$ cat config.mk
export PLATFORM = sky130hd
export DESIGN_NAME = rational_accumulator_reduce_unit
export DESIGN_NICKNAME = d
export VERILOG_FILES = /design/src/sv/racc_pkg.sv /design/src/sv/racc_mul.sv /design/src/sv/racc_div.sv /design/src/sv/rational_accumulator_reduce_unit.sv
export SDC_FILE = /design/constraint.sdc
export NUM_CORES = 1
export LEC_CHECK = 0
export ABC_AREA = 0
export BUFFER_PORTS_ARGS = -buffer_cell sky130_fd_sc_hd__buf_2
export CORE_ASPECT_RATIO = 2
export CORE_MARGIN = 1.5
export CORE_UTILIZATION = 40
export CTS_CLUSTER_DIAMETER = 80
export CTS_CLUSTER_SIZE = 8
export DETAILED_ROUTE_END_ITERATION = 7
export PLACE_DENSITY = 0.68
export RECOVER_POWER = 50
export SYNTH_ARGS = -nofsm -noshare
export SYNTH_HDL_FRONTEND = slang
export SYNTH_SLANG_ARGS = --single-unit
$ cat constraint.sdc
create_clock -name clock -period 7.9 [get_ports clock]
set_input_delay 1.185 -clock clock [delete_from_list [all_inputs] [get_ports clock]]
set_output_delay 1.185 -clock clock [all_outputs]
set_load 0.01 [all_outputs]
$ cat src/sv/racc_pkg.sv
// ----------------------------------------------------------------------------
// racc_pkg
// shared constants, types and word helpers for the rational accumulator
// ----------------------------------------------------------------------------
package racc_pkg;

   localparam int WORD_BITS = 32;
   localparam int FIELD_BITS = 32;
   localparam int CNT_BITS = $clog2(WORD_BITS);

   typedef logic [WORD_BITS-1:0] word_type;
   typedef logic [CNT_BITS-1:0] count_type;

   localparam logic [2:0] MODE_LOAD    = 3'd0;
   localparam logic [2:0] MODE_ADD     = 3'd1;
   localparam logic [2:0] MODE_SUB     = 3'd2;
   localparam logic [2:0] MODE_MUL_NUM = 3'd3;
   localparam logic [2:0] MODE_MUL_DEN = 3'd4;

   typedef struct packed {
      logic busy;
      logic done;
   } serial_status_type;

   function automatic word_type neg_word(input word_type v);
      return word_type'(-v);
   endfunction

   function automatic word_type abs_word(input word_type v);
      return v[WORD_BITS-1] ? neg_word(v) : v;
   endfunction

   function automatic word_type to_word(input logic [FIELD_BITS-1:0] v);
      logic signed [63:0] t;
      t = 64'(signed'(v));
      return t[WORD_BITS-1:0];
   endfunction

   function automatic logic [FIELD_BITS-1:0] from_word(input word_type v);
      logic signed [63:0] t;
      t = 64'(signed'(v));
      return t[FIELD_BITS-1:0];
   endfunction

endpackage

$ cat src/sv/racc_mul.sv
// ----------------------------------------------------------------------------
// racc_mul
// bit-serial shift-add multiplier, product modulo 2^WORD_BITS
// ----------------------------------------------------------------------------
module racc_mul (
   input  logic                       clock,
   input  logic                       reset,
   input  logic                       start,
   input  racc_pkg::word_type         mcand,
   input  racc_pkg::word_type         mplier,
   output racc_pkg::word_type         product,
   output racc_pkg::serial_status_type status
);

   racc_pkg::word_type  a_ff, a_in;
   racc_pkg::word_type  b_ff, b_in;
   racc_pkg::word_type  acc_ff, acc_in;
   racc_pkg::count_type cnt_ff, cnt_in;
   logic                busy_ff, busy_in;
   logic                done_ff, done_in;

   always_comb begin
      a_in    = a_ff;
      b_in    = b_ff;
      acc_in  = acc_ff;
      cnt_in  = cnt_ff;
      busy_in = busy_ff;
      done_in = 1'b0;
      if (start) begin
         a_in    = mcand;
         b_in    = mplier;
         acc_in  = '0;
         cnt_in  = '0;
         busy_in = 1'b1;
      end else if (busy_ff) begin
         if (b_ff[0]) begin
            acc_in = acc_ff + a_ff;
         end
         a_in   = {a_ff[racc_pkg::WORD_BITS-2:0], 1'b0};
         b_in   = {1'b0, b_ff[racc_pkg::WORD_BITS-1:1]};
         cnt_in = cnt_ff + 1'b1;
         if (cnt_ff == racc_pkg::CNT_BITS'(racc_pkg::WORD_BITS - 1)) begin
            busy_in = 1'b0;
            done_in = 1'b1;
         end
      end
   end

   always_ff @(posedge clock) begin
      a_ff   <= a_in;
      b_ff   <= b_in;
      acc_ff <= acc_in;
      cnt_ff <= cnt_in;
      if (reset) begin
         busy_ff <= 1'b0;
         done_ff <= 1'b0;
      end else begin
         busy_ff <= busy_in;
         done_ff <= done_in;
      end
   end

   assign product     = acc_ff;
   assign status.busy = busy_ff;
   assign status.done = done_ff;

endmodule

$ cat src/sv/racc_div.sv
// ----------------------------------------------------------------------------
// racc_div
// bit-serial restoring divider on unsigned magnitudes, quotient and remainder
// ----------------------------------------------------------------------------
module racc_div (
   input  logic                       clock,
   input  logic                       reset,
   input  logic                       start,
   input  racc_pkg::word_type         dividend,
   input  racc_pkg::word_type         divisor,
   output racc_pkg::word_type         quotient,
   output racc_pkg::word_type         remainder,
   output racc_pkg::serial_status_type status
);

   racc_pkg::word_type              q_ff, q_in;
   racc_pkg::word_type              d_ff, d_in;
   racc_pkg::word_type              r_ff, r_in;
   racc_pkg::count_type             cnt_ff, cnt_in;
   logic                            busy_ff, busy_in;
   logic                            done_ff, done_in;
   logic [racc_pkg::WORD_BITS:0]    r_shift;
   logic [racc_pkg::WORD_BITS:0]    r_diff;

   assign r_shift = {r_ff, q_ff[racc_pkg::WORD_BITS-1]};
   assign r_diff  = r_shift - {1'b0, d_ff};

   always_comb begin
      q_in    = q_ff;
      d_in    = d_ff;
      r_in    = r_ff;
      cnt_in  = cnt_ff;
      busy_in = busy_ff;
      done_in = 1'b0;
      if (start) begin
         q_in    = dividend;
         d_in    = divisor;
         r_in    = '0;
         cnt_in  = '0;
         busy_in = 1'b1;
      end else if (busy_ff) begin
         if (r_diff[racc_pkg::WORD_BITS]) begin
            r_in = r_shift[racc_pkg::WORD_BITS-1:0];
            q_in = {q_ff[racc_pkg::WORD_BITS-2:0], 1'b0};
         end else begin
            r_in = r_diff[racc_pkg::WORD_BITS-1:0];
            q_in = {q_ff[racc_pkg::WORD_BITS-2:0], 1'b1};
         end
         cnt_in = cnt_ff + 1'b1;
         if (cnt_ff == racc_pkg::CNT_BITS'(racc_pkg::WORD_BITS - 1)) begin
            busy_in = 1'b0;
            done_in = 1'b1;
         end
      end
   end

   always_ff @(posedge clock) begin
      q_ff   <= q_in;
      d_ff   <= d_in;
      r_ff   <= r_in;
      cnt_ff <= cnt_in;
      if (reset) begin
         busy_ff <= 1'b0;
         done_ff <= 1'b0;
      end else begin
         busy_ff <= busy_in;
         done_ff <= done_in;
      end
   end

   assign quotient    = q_ff;
   assign remainder   = r_ff;
   assign status.busy = busy_ff;
   assign status.done = done_ff;

endmodule

$ cat src/sv/rational_accumulator_reduce_unit.sv
// ----------------------------------------------------------------------------
// rational_accumulator_reduce_unit
// holds one fraction, applies one operation per beat, reduces it by its gcd
// ----------------------------------------------------------------------------
// One item is taken at a time. Add, subtract and both multiply modes run a
// bit-serial multiply first; a load or an unused mode skips it. Reduction
// then runs Euclid on a bit-serial divider, one division per Euclid step,
// and then divides the numerator and the denominator by the gcd. A single
// divider is shared by the Euclid steps and both final divisions. A finished
// result waits in an output register, so the next item is accepted while it
// is pending.
module rational_accumulator_reduce_unit (
   input  logic        clock,
   input  logic        reset,
   input  logic        req_valid,
   output logic        req_ready,
   input  logic [2:0]  req_mode,
   input  logic [31:0] req_operand,
   input  logic [31:0] req_load_denominator,
   output logic        rsp_valid,
   input  logic        rsp_ready,
   output logic [31:0] rsp_numerator_out,
   output logic [31:0] rsp_denominator_out,
   output logic        rsp_zero_gcd
);

   typedef enum logic [6:0] {
      ST_IDLE = 7'b0000001,
      ST_MUL  = 7'b0000010,
      ST_EUC  = 7'b0000100,
      ST_EDIV = 7'b0001000,
      ST_QNUM = 7'b0010000,
      ST_QDEN = 7'b0100000,
      ST_FIN  = 7'b1000000
   } state_type;

   state_type          state_ff, state_in;
   logic [2:0]         mode_ff, mode_in;
   racc_pkg::word_type numer_ff, numer_in;
   racc_pkg::word_type denom_ff, denom_in;
   racc_pkg::word_type x_ff, x_in;
   racc_pkg::word_type y_ff, y_in;
   logic               zero_ff, zero_in;
   logic               rsp_valid_ff, rsp_valid_in;
   logic [31:0]        rsp_num_ff, rsp_num_in;
   logic [31:0]        rsp_den_ff, rsp_den_in;
   logic               rsp_zero_ff, rsp_zero_in;

   logic                        req_fire;
   logic                        mul_start;
   racc_pkg::word_type          mul_b;
   racc_pkg::word_type          mul_prod;
   racc_pkg::serial_status_type mul_stat;
   logic                        div_start;
   racc_pkg::word_type          div_a;
   racc_pkg::word_type          div_b;
   racc_pkg::word_type          div_q;
   racc_pkg::word_type          div_r;
   racc_pkg::serial_status_type div_stat;
   racc_pkg::word_type          div_q_signed;
   racc_pkg::word_type          op_n;
   racc_pkg::word_type          op_d;

   assign req_ready = (state_ff == ST_IDLE);
   assign req_fire  = req_valid && req_ready;

   assign mul_start = req_fire && (req_mode == racc_pkg::MODE_ADD ||
      req_mode == racc_pkg::MODE_SUB || req_mode == racc_pkg::MODE_MUL_NUM ||
      req_mode == racc_pkg::MODE_MUL_DEN);
   assign mul_b = (req_mode == racc_pkg::MODE_MUL_NUM) ? numer_ff : denom_ff;

   racc_mul u_mul (
      .clock   (clock),
      .reset   (reset),
      .start   (mul_start),
      .mcand   (racc_pkg::to_word(req_operand)),
      .mplier  (mul_b),
      .product (mul_prod),
      .status  (mul_stat)
   );

   always_comb begin
      priority if (state_ff == ST_EUC && y_ff != '0) begin
         div_a = racc_pkg::abs_word(x_ff);
         div_b = racc_pkg::abs_word(y_ff);
      end else if (state_ff == ST_EUC) begin
         div_a = racc_pkg::abs_word(numer_ff);
         div_b = racc_pkg::abs_word(x_ff);
      end else begin
         div_a = racc_pkg::abs_word(denom_ff);
         div_b = racc_pkg::abs_word(x_ff);
      end
   end

   assign div_start = (state_ff == ST_EUC && (y_ff != '0 || x_ff != '0)) ||
                      (state_ff == ST_QNUM && div_stat.done);

   racc_div u_div (
      .clock     (clock),
      .reset     (reset),
      .start     (div_start),
      .dividend  (div_a),
      .divisor   (div_b),
      .quotient  (div_q),
      .remainder (div_r),
      .status    (div_stat)
   );

   // quotient sign follows the operand being divided and the gcd
   always_comb begin
      if (state_ff == ST_QNUM) begin
         div_q_signed = (numer_ff[racc_pkg::WORD_BITS-1] ^ x_ff[racc_pkg::WORD_BITS-1])
                        ? racc_pkg::neg_word(div_q) : div_q;
      end else begin
         div_q_signed = (denom_ff[racc_pkg::WORD_BITS-1] ^ x_ff[racc_pkg::WORD_BITS-1])
                        ? racc_pkg::neg_word(div_q) : div_q;
      end
   end

   always_comb begin
      op_n = numer_ff;
      op_d = denom_ff;
      unique case (mode_ff)
         racc_pkg::MODE_ADD:     op_n = numer_ff + mul_prod;
         racc_pkg::MODE_SUB:     op_n = numer_ff - mul_prod;
         racc_pkg::MODE_MUL_NUM: op_n = mul_prod;
         default:                op_d = mul_prod;
      endcase
   end

   always_comb begin
      state_in     = state_ff;
      mode_in      = mode_ff;
      numer_in     = numer_ff;
      denom_in     = denom_ff;
      x_in         = x_ff;
      y_in         = y_ff;
      zero_in      = zero_ff;
      rsp_valid_in = rsp_valid_ff && !rsp_ready;
      rsp_num_in   = rsp_num_ff;
      rsp_den_in   = rsp_den_ff;
      rsp_zero_in  = rsp_zero_ff;
      unique case (state_ff)
         ST_IDLE: begin
            if (req_valid) begin
               mode_in = req_mode;
               unique case (req_mode)
                  racc_pkg::MODE_LOAD: begin
                     numer_in = racc_pkg::to_word(req_operand);
                     denom_in = racc_pkg::to_word(req_load_denominator);
                     x_in     = racc_pkg::to_word(req_operand);
                     y_in     = racc_pkg::to_word(req_load_denominator);
                     state_in = ST_EUC;
                  end
                  racc_pkg::MODE_ADD, racc_pkg::MODE_SUB,
                  racc_pkg::MODE_MUL_NUM, racc_pkg::MODE_MUL_DEN: begin
                     state_in = ST_MUL;
                  end
                  default: begin
                     x_in     = numer_ff;
                     y_in     = denom_ff;
                     state_in = ST_EUC;
                  end
               endcase
            end
         end
         ST_MUL: begin
            if (mul_stat.done) begin
               numer_in = op_n;
               denom_in = op_d;
               x_in     = op_n;
               y_in     = op_d;
               state_in = ST_EUC;
            end
         end
         ST_EUC: begin
            if (y_ff != '0) begin
               state_in = ST_EDIV;
            end else if (x_ff == '0) begin
               zero_in  = 1'b1;
               state_in = ST_FIN;
            end else begin
               zero_in  = 1'b0;
               state_in = ST_QNUM;
            end
         end
         ST_EDIV: begin
            if (div_stat.done) begin
               x_in     = y_ff;
               y_in     = x_ff[racc_pkg::WORD_BITS-1] ? racc_pkg::neg_word(div_r) : div_r;
               state_in = ST_EUC;
            end
         end
         ST_QNUM: begin
            if (div_stat.done) begin
               numer_in = div_q_signed;
               state_in = ST_QDEN;
            end
         end
         ST_QDEN: begin
            if (div_stat.done) begin
               denom_in = div_q_signed;
               state_in = ST_FIN;
            end
         end
         ST_FIN: begin
            if (!rsp_valid_ff || rsp_ready) begin
               rsp_valid_in = 1'b1;
               rsp_num_in   = racc_pkg::from_word(numer_ff);
               rsp_den_in   = racc_pkg::from_word(denom_ff);
               rsp_zero_in  = zero_ff;
               state_in     = ST_IDLE;
            end
         end
         default: begin
            state_in = ST_IDLE;
         end
      endcase
   end

   always_ff @(posedge clock) begin
      mode_ff     <= mode_in;
      x_ff        <= x_in;
      y_ff        <= y_in;
      zero_ff     <= zero_in;
      rsp_num_ff  <= rsp_num_in;
      rsp_den_ff  <= rsp_den_in;
      rsp_zero_ff <= rsp_zero_in;
      if (reset) begin
         state_ff     <= ST_IDLE;
         numer_ff     <= '0;
         denom_ff     <= racc_pkg::word_type'(1);
         rsp_valid_ff <= 1'b0;
      end else begin
         state_ff     <= state_in;
         numer_ff     <= numer_in;
         denom_ff     <= denom_in;
         rsp_valid_ff <= rsp_valid_in;
      end
   end

   assign rsp_valid           = rsp_valid_ff;
   assign rsp_numerator_out   = rsp_num_ff;
   assign rsp_denominator_out = rsp_den_ff;
   assign rsp_zero_gcd        = rsp_zero_ff;

`ifndef SYNTHESIS
   a_div_start_idle: assert property (@(posedge clock) disable iff (reset)
      div_start |-> !div_stat.busy)
      else $error("divider started while busy");

   a_mul_div_exclusive: assert property (@(posedge clock) disable iff (reset)
      !(mul_stat.busy && div_stat.busy))
      else $error("multiplier and divider busy together");

   a_zero_result: assert property (@(posedge clock) disable iff (reset)
      (rsp_valid && rsp_zero_gcd) |-> (rsp_numerator_out == '0 && rsp_denominator_out == '0))
      else $error("zero gcd beat with nonzero fraction");

   a_accept_starts_work: assert property (@(posedge clock) disable iff (reset)
      req_fire |=> (state_ff == ST_MUL || state_ff == ST_EUC))
      else $error("accepted beat did not start work");
`endif

endmodule
==> reports/summary.md <==
The run finished, with violations left. The final reports fail on capacitance limit, slew limit. VDD sags by at most 0.3072 mV. The register clock-pin slew on the reported worst setup and hold paths is 60 ps, and the post-placement setup slack is 2569 ps. The horizontal die dimension was 192.5 µm; the detailed placement HPWL was 79390 µm. In the final layout, the multi-input gates occupy 16630 µm².

The initial antenna violation count was 1. In this run the clock root is driven by a sky130_fd_sc_hd__clkbuf_16. The fraction of synthesis flops using an asynchronous set or reset pin is 0%. Along the worst path, the maximum fanout reaches 65.

The final number of setup-violating endpoints came out at 0. The tools report the detailed router's first-iteration violation count as 2430. Setup repair after global routing left no endpoint under its margin. Counting the fill cells in the layout gives 6952. Wire length of the first global-routing pass: 157700 µm. For this block, the via count after detailed routing is 26630.

The library cell with the largest summed area after synthesis was sky130_fd_sc_hd__edfxtp_1. The maximum buffer depth of the clock tree was 3. Summing all flip-flop and latch instances after layout gives 10840 µm². Final global-route overflow total: 0. The total number of nets in the final design was 3632; the max-capacitance violation count was 11. The run gives 8440 ps as the data required time of the critical path.

The tools report the count of synthesis-stage warnings from yosys as 0. Ratio of final minimum period to clock period: 83.00%. The repair_antennas step left the layout with diodes totalling 0. The total setup buffers inserted after CTS was 0. After detailed routing, the average wire length per cell comes to 23.93 µm.

For this run, the register share of the synthesized area comes to 37.75%. The clock latency on the worst-skew pair was 620 ps; the mean area per synthesized cell was 8.341 µm². The number of global-route vias before repair was 26104; the worst slew margin relative to its limit was -168.2%. The power density over the cells is 473.9 nW/µm², and the number of gates given a new drive strength after cts is 0.

By area the synthesized netlist is led by sky130_fd_sc_hd__edfxtp_1 (27%), sky130_fd_sc_hd__dfxtp_1 (10%), sky130_fd_sc_hd__a21oi_1 (7.2%). The number of clock buffers added by TritonCTS is 57. For this run, the leading register cell type out of synthesis is sky130_fd_sc_hd__edfxtp_1. For this block, the routed nets add up to 105500 µm of wire.

For the final routed database, the setup TNS stands at 0 ps. The kind of end point of the critical path is a flop. At the end of routability-driven placement, the weighted congestion stood at 0.9869. The clock arrives with 33.02 ps of skew. Category of the most critical setup path: input port to flop.

The top cell type's share of synthesized area is 27.29%. Entering global routing, the biggest net connects 75 pins. 138 I/O pins were placed.

Dividing the detail-routed via count by the number of cells gives 6.039. Initial core utilization: 40.47%. The logs give 0 for the final number of hold-violating endpoints and 3443 for the post-synthesis cell count.

In the synthesized netlist, the cells that appear most often are sky130_fd_sc_hd__nand2_1 (536), sky130_fd_sc_hd__a21oi_1 (411), sky130_fd_sc_hd__nor2_1 (309). The completed layout was analyzed and its total power is 14.95 mW. TritonCTS built the clock tree. The deepest level of the CTS H-tree came out at 2. Buffers placed on the I/O ports in this run total 137. The synthesized design contains 411 register bits. The analysis attributes to cell leakage a power of 12.25 nW. The post-synth net total was 3622. Antenna violation net count after detailed routing: 0. The data arrival time of the critical path is 7090 ps.

The first TritonRoute pass finished after 6 iterations. STA classifies the critical path startpoint as an input port. Number of max-slew violations in the final report: 421. The die covers 73510 µm².

The placed instances occupy a cell area of 30040 µm². The smallest setup slack after layout is 1343 ps, and the row count is 138. The final non-filler cell area came out at 31550 µm². After detailed routing, the number of remaining DRC violations is 0. Clock tree synthesis found a total of 411 sinks. The overall die height is 381.9 µm.

The core region is 70970 µm². At the pin with the least slew margin, the transition time is 4022 ps. The tools report the maximum clock frequency as 0.1525 GHz. Cells fill 44.46% of the core in the end.

Setup slack on the worst reg-to-reg path comes out at 2260 ps. By instance count, the leading cell after synthesis is sky130_fd_sc_hd__nand2_1. The number of flops mapped to enable cells by yosys is 261, and the ratio of cells with drive above 1 in the final layout is 6.286%. The run gives 28.54% as the total global routing track utilization.

The shortest period the worst path allows works out to 6557 ps. After synthesis, the netlist uses 82 different library cells. The area added between synthesis and finish came out at 9.864%. Hold buffer count at cts: 0. The worst hold path belongs to the class flop to flop. The post-synthesis instance area came out at 28720 µm².
cells in the final DEF (no fill, tap or decap), types with 20 or more instances in the layout:
master                        n
sky130_fd_sc_hd__nand2_1    535
sky130_fd_sc_hd__nand3_1     35
sky130_fd_sc_hd__buf_2       67
sky130_fd_sc_hd__a22oi_1     20
sky130_fd_sc_hd__o41ai_1     23
sky130_fd_sc_hd__a221oi_1    60
sky130_fd_sc_hd__nor2_1     305
sky130_fd_sc_hd__clkbuf_1   126
sky130_fd_sc_hd__nand2b_1    28
sky130_fd_sc_hd__ha_1       105
sky130_fd_sc_hd__or3_1       33
sky130_fd_sc_hd__mux2i_1     73
sky130_fd_sc_hd__o21ai_0    238
sky130_fd_sc_hd__dfxtp_1    149
sky130_fd_sc_hd__a21oi_1    411
sky130_fd_sc_hd__o31ai_1     59
sky130_fd_sc_hd__xor2_1     151
sky130_fd_sc_hd__inv_1       78
sky130_fd_sc_hd__xnor2_1    173
sky130_fd_sc_hd__a211oi_1    45
sky130_fd_sc_hd__clkbuf_16   59
sky130_fd_sc_hd__buf_4       45
sky130_fd_sc_hd__nor3_1      47
sky130_fd_sc_hd__a21o_1      46
sky130_fd_sc_hd__edfxtp_1   261
sky130_fd_sc_hd__or4_1       32
cell families after synthesis:
kind of cell             synth area share (%)
AO/OA/AOI/OAI                           22.62
XOR/XNOR                                9.912
adder cells (fa/ha/maj)                 4.784
buffers and inverters                   4.505
flip-flops                              37.75
multiplexers                            2.623
AND/OR/NAND/NOR                         17.81
metal layers:
metal / share of wire [%] / wire length (µm) / vias to the layer above / GRT usage [%]
met4: 8.9 / 9376 / 0 / 21.89
met5: 0 / 0 / - / 0
li1: - / - / 12436 / -
met3: 7.1 / 7443 / 385 / 3.410
met2: 49 / 51440 / 1293 / 48.60
met1: 35 / 37280 / 12516 / 32.04
worst max-delay path, cell delays in order:
cell and delay (ps):
sky130_fd_sc_hd__clkbuf_1 120, sky130_fd_sc_hd__nor3_1 200, sky130_fd_sc_hd__clkbuf_1 2830, sky130_fd_sc_hd__nor2_1 410, sky130_fd_sc_hd__nand2_1 210, sky130_fd_sc_hd__clkbuf_1 1320, sky130_fd_sc_hd__nand2_1 480, sky130_fd_sc_hd__o21ai_0 300
power by group:
group	switching, mW	total (mW)	leakage (nW)	internal [mW]
Clock	0.981	2.36	0.789	1.38
Sequential	1.32	4.59	3.68	3.27
Combinational	4.80	7.99	7.79	3.19
Total	7.11	15.0	12.3	7.84
state kept, by name, indices dropped and copies added (netlist names), 3 cells and up:
name                 count
denom_ff                32
numer_ff                32
rsp_denominator_out     32
rsp_numerator_out       32
u_div.d_ff              32
u_div.quotient          32
u_div.remainder         32
u_mul.a_ff              32
u_mul.b_ff              32
u_mul.product           32
x_ff                    32
y_ff                    32
state_ff                 7
u_div.cnt_ff             5
u_mul.cnt_ff             5
mode_ff                  3
path summary, 6_finish.rpt:
path,start,endpoint,depth (start not counted)
max,req_mode[2],u_mul.product[28],8
max reg2reg,numer_ff[31],denom_ff[10],7
min,u_mul.cnt_ff[4],u_mul.cnt_ff[4],2
min reg2reg,u_mul.cnt_ff[4],u_mul.cnt_ff[4],2
per-stage QoR:
stage,hold WS (ps),std cells
2_1_floorplan,400.3,3443
3_3_place_gp,481.5,4304
3_5_place_dp,498.6,4304
4_1_cts,511.5,4410
5_1_grt,549.4,4410
6_report,501.5,4410
cell type report:
class                      instances  area share, %
sequential                       411          34.36
timing repair buffer             193          3.097
multi-input combinational       2710          52.72
clock inverter                     2        0.04759
clock buffer                     104          5.215
tap                              910          3.609
inverter                          80         0.9518
Note: power is estimated with default switching activity, not from simulation.
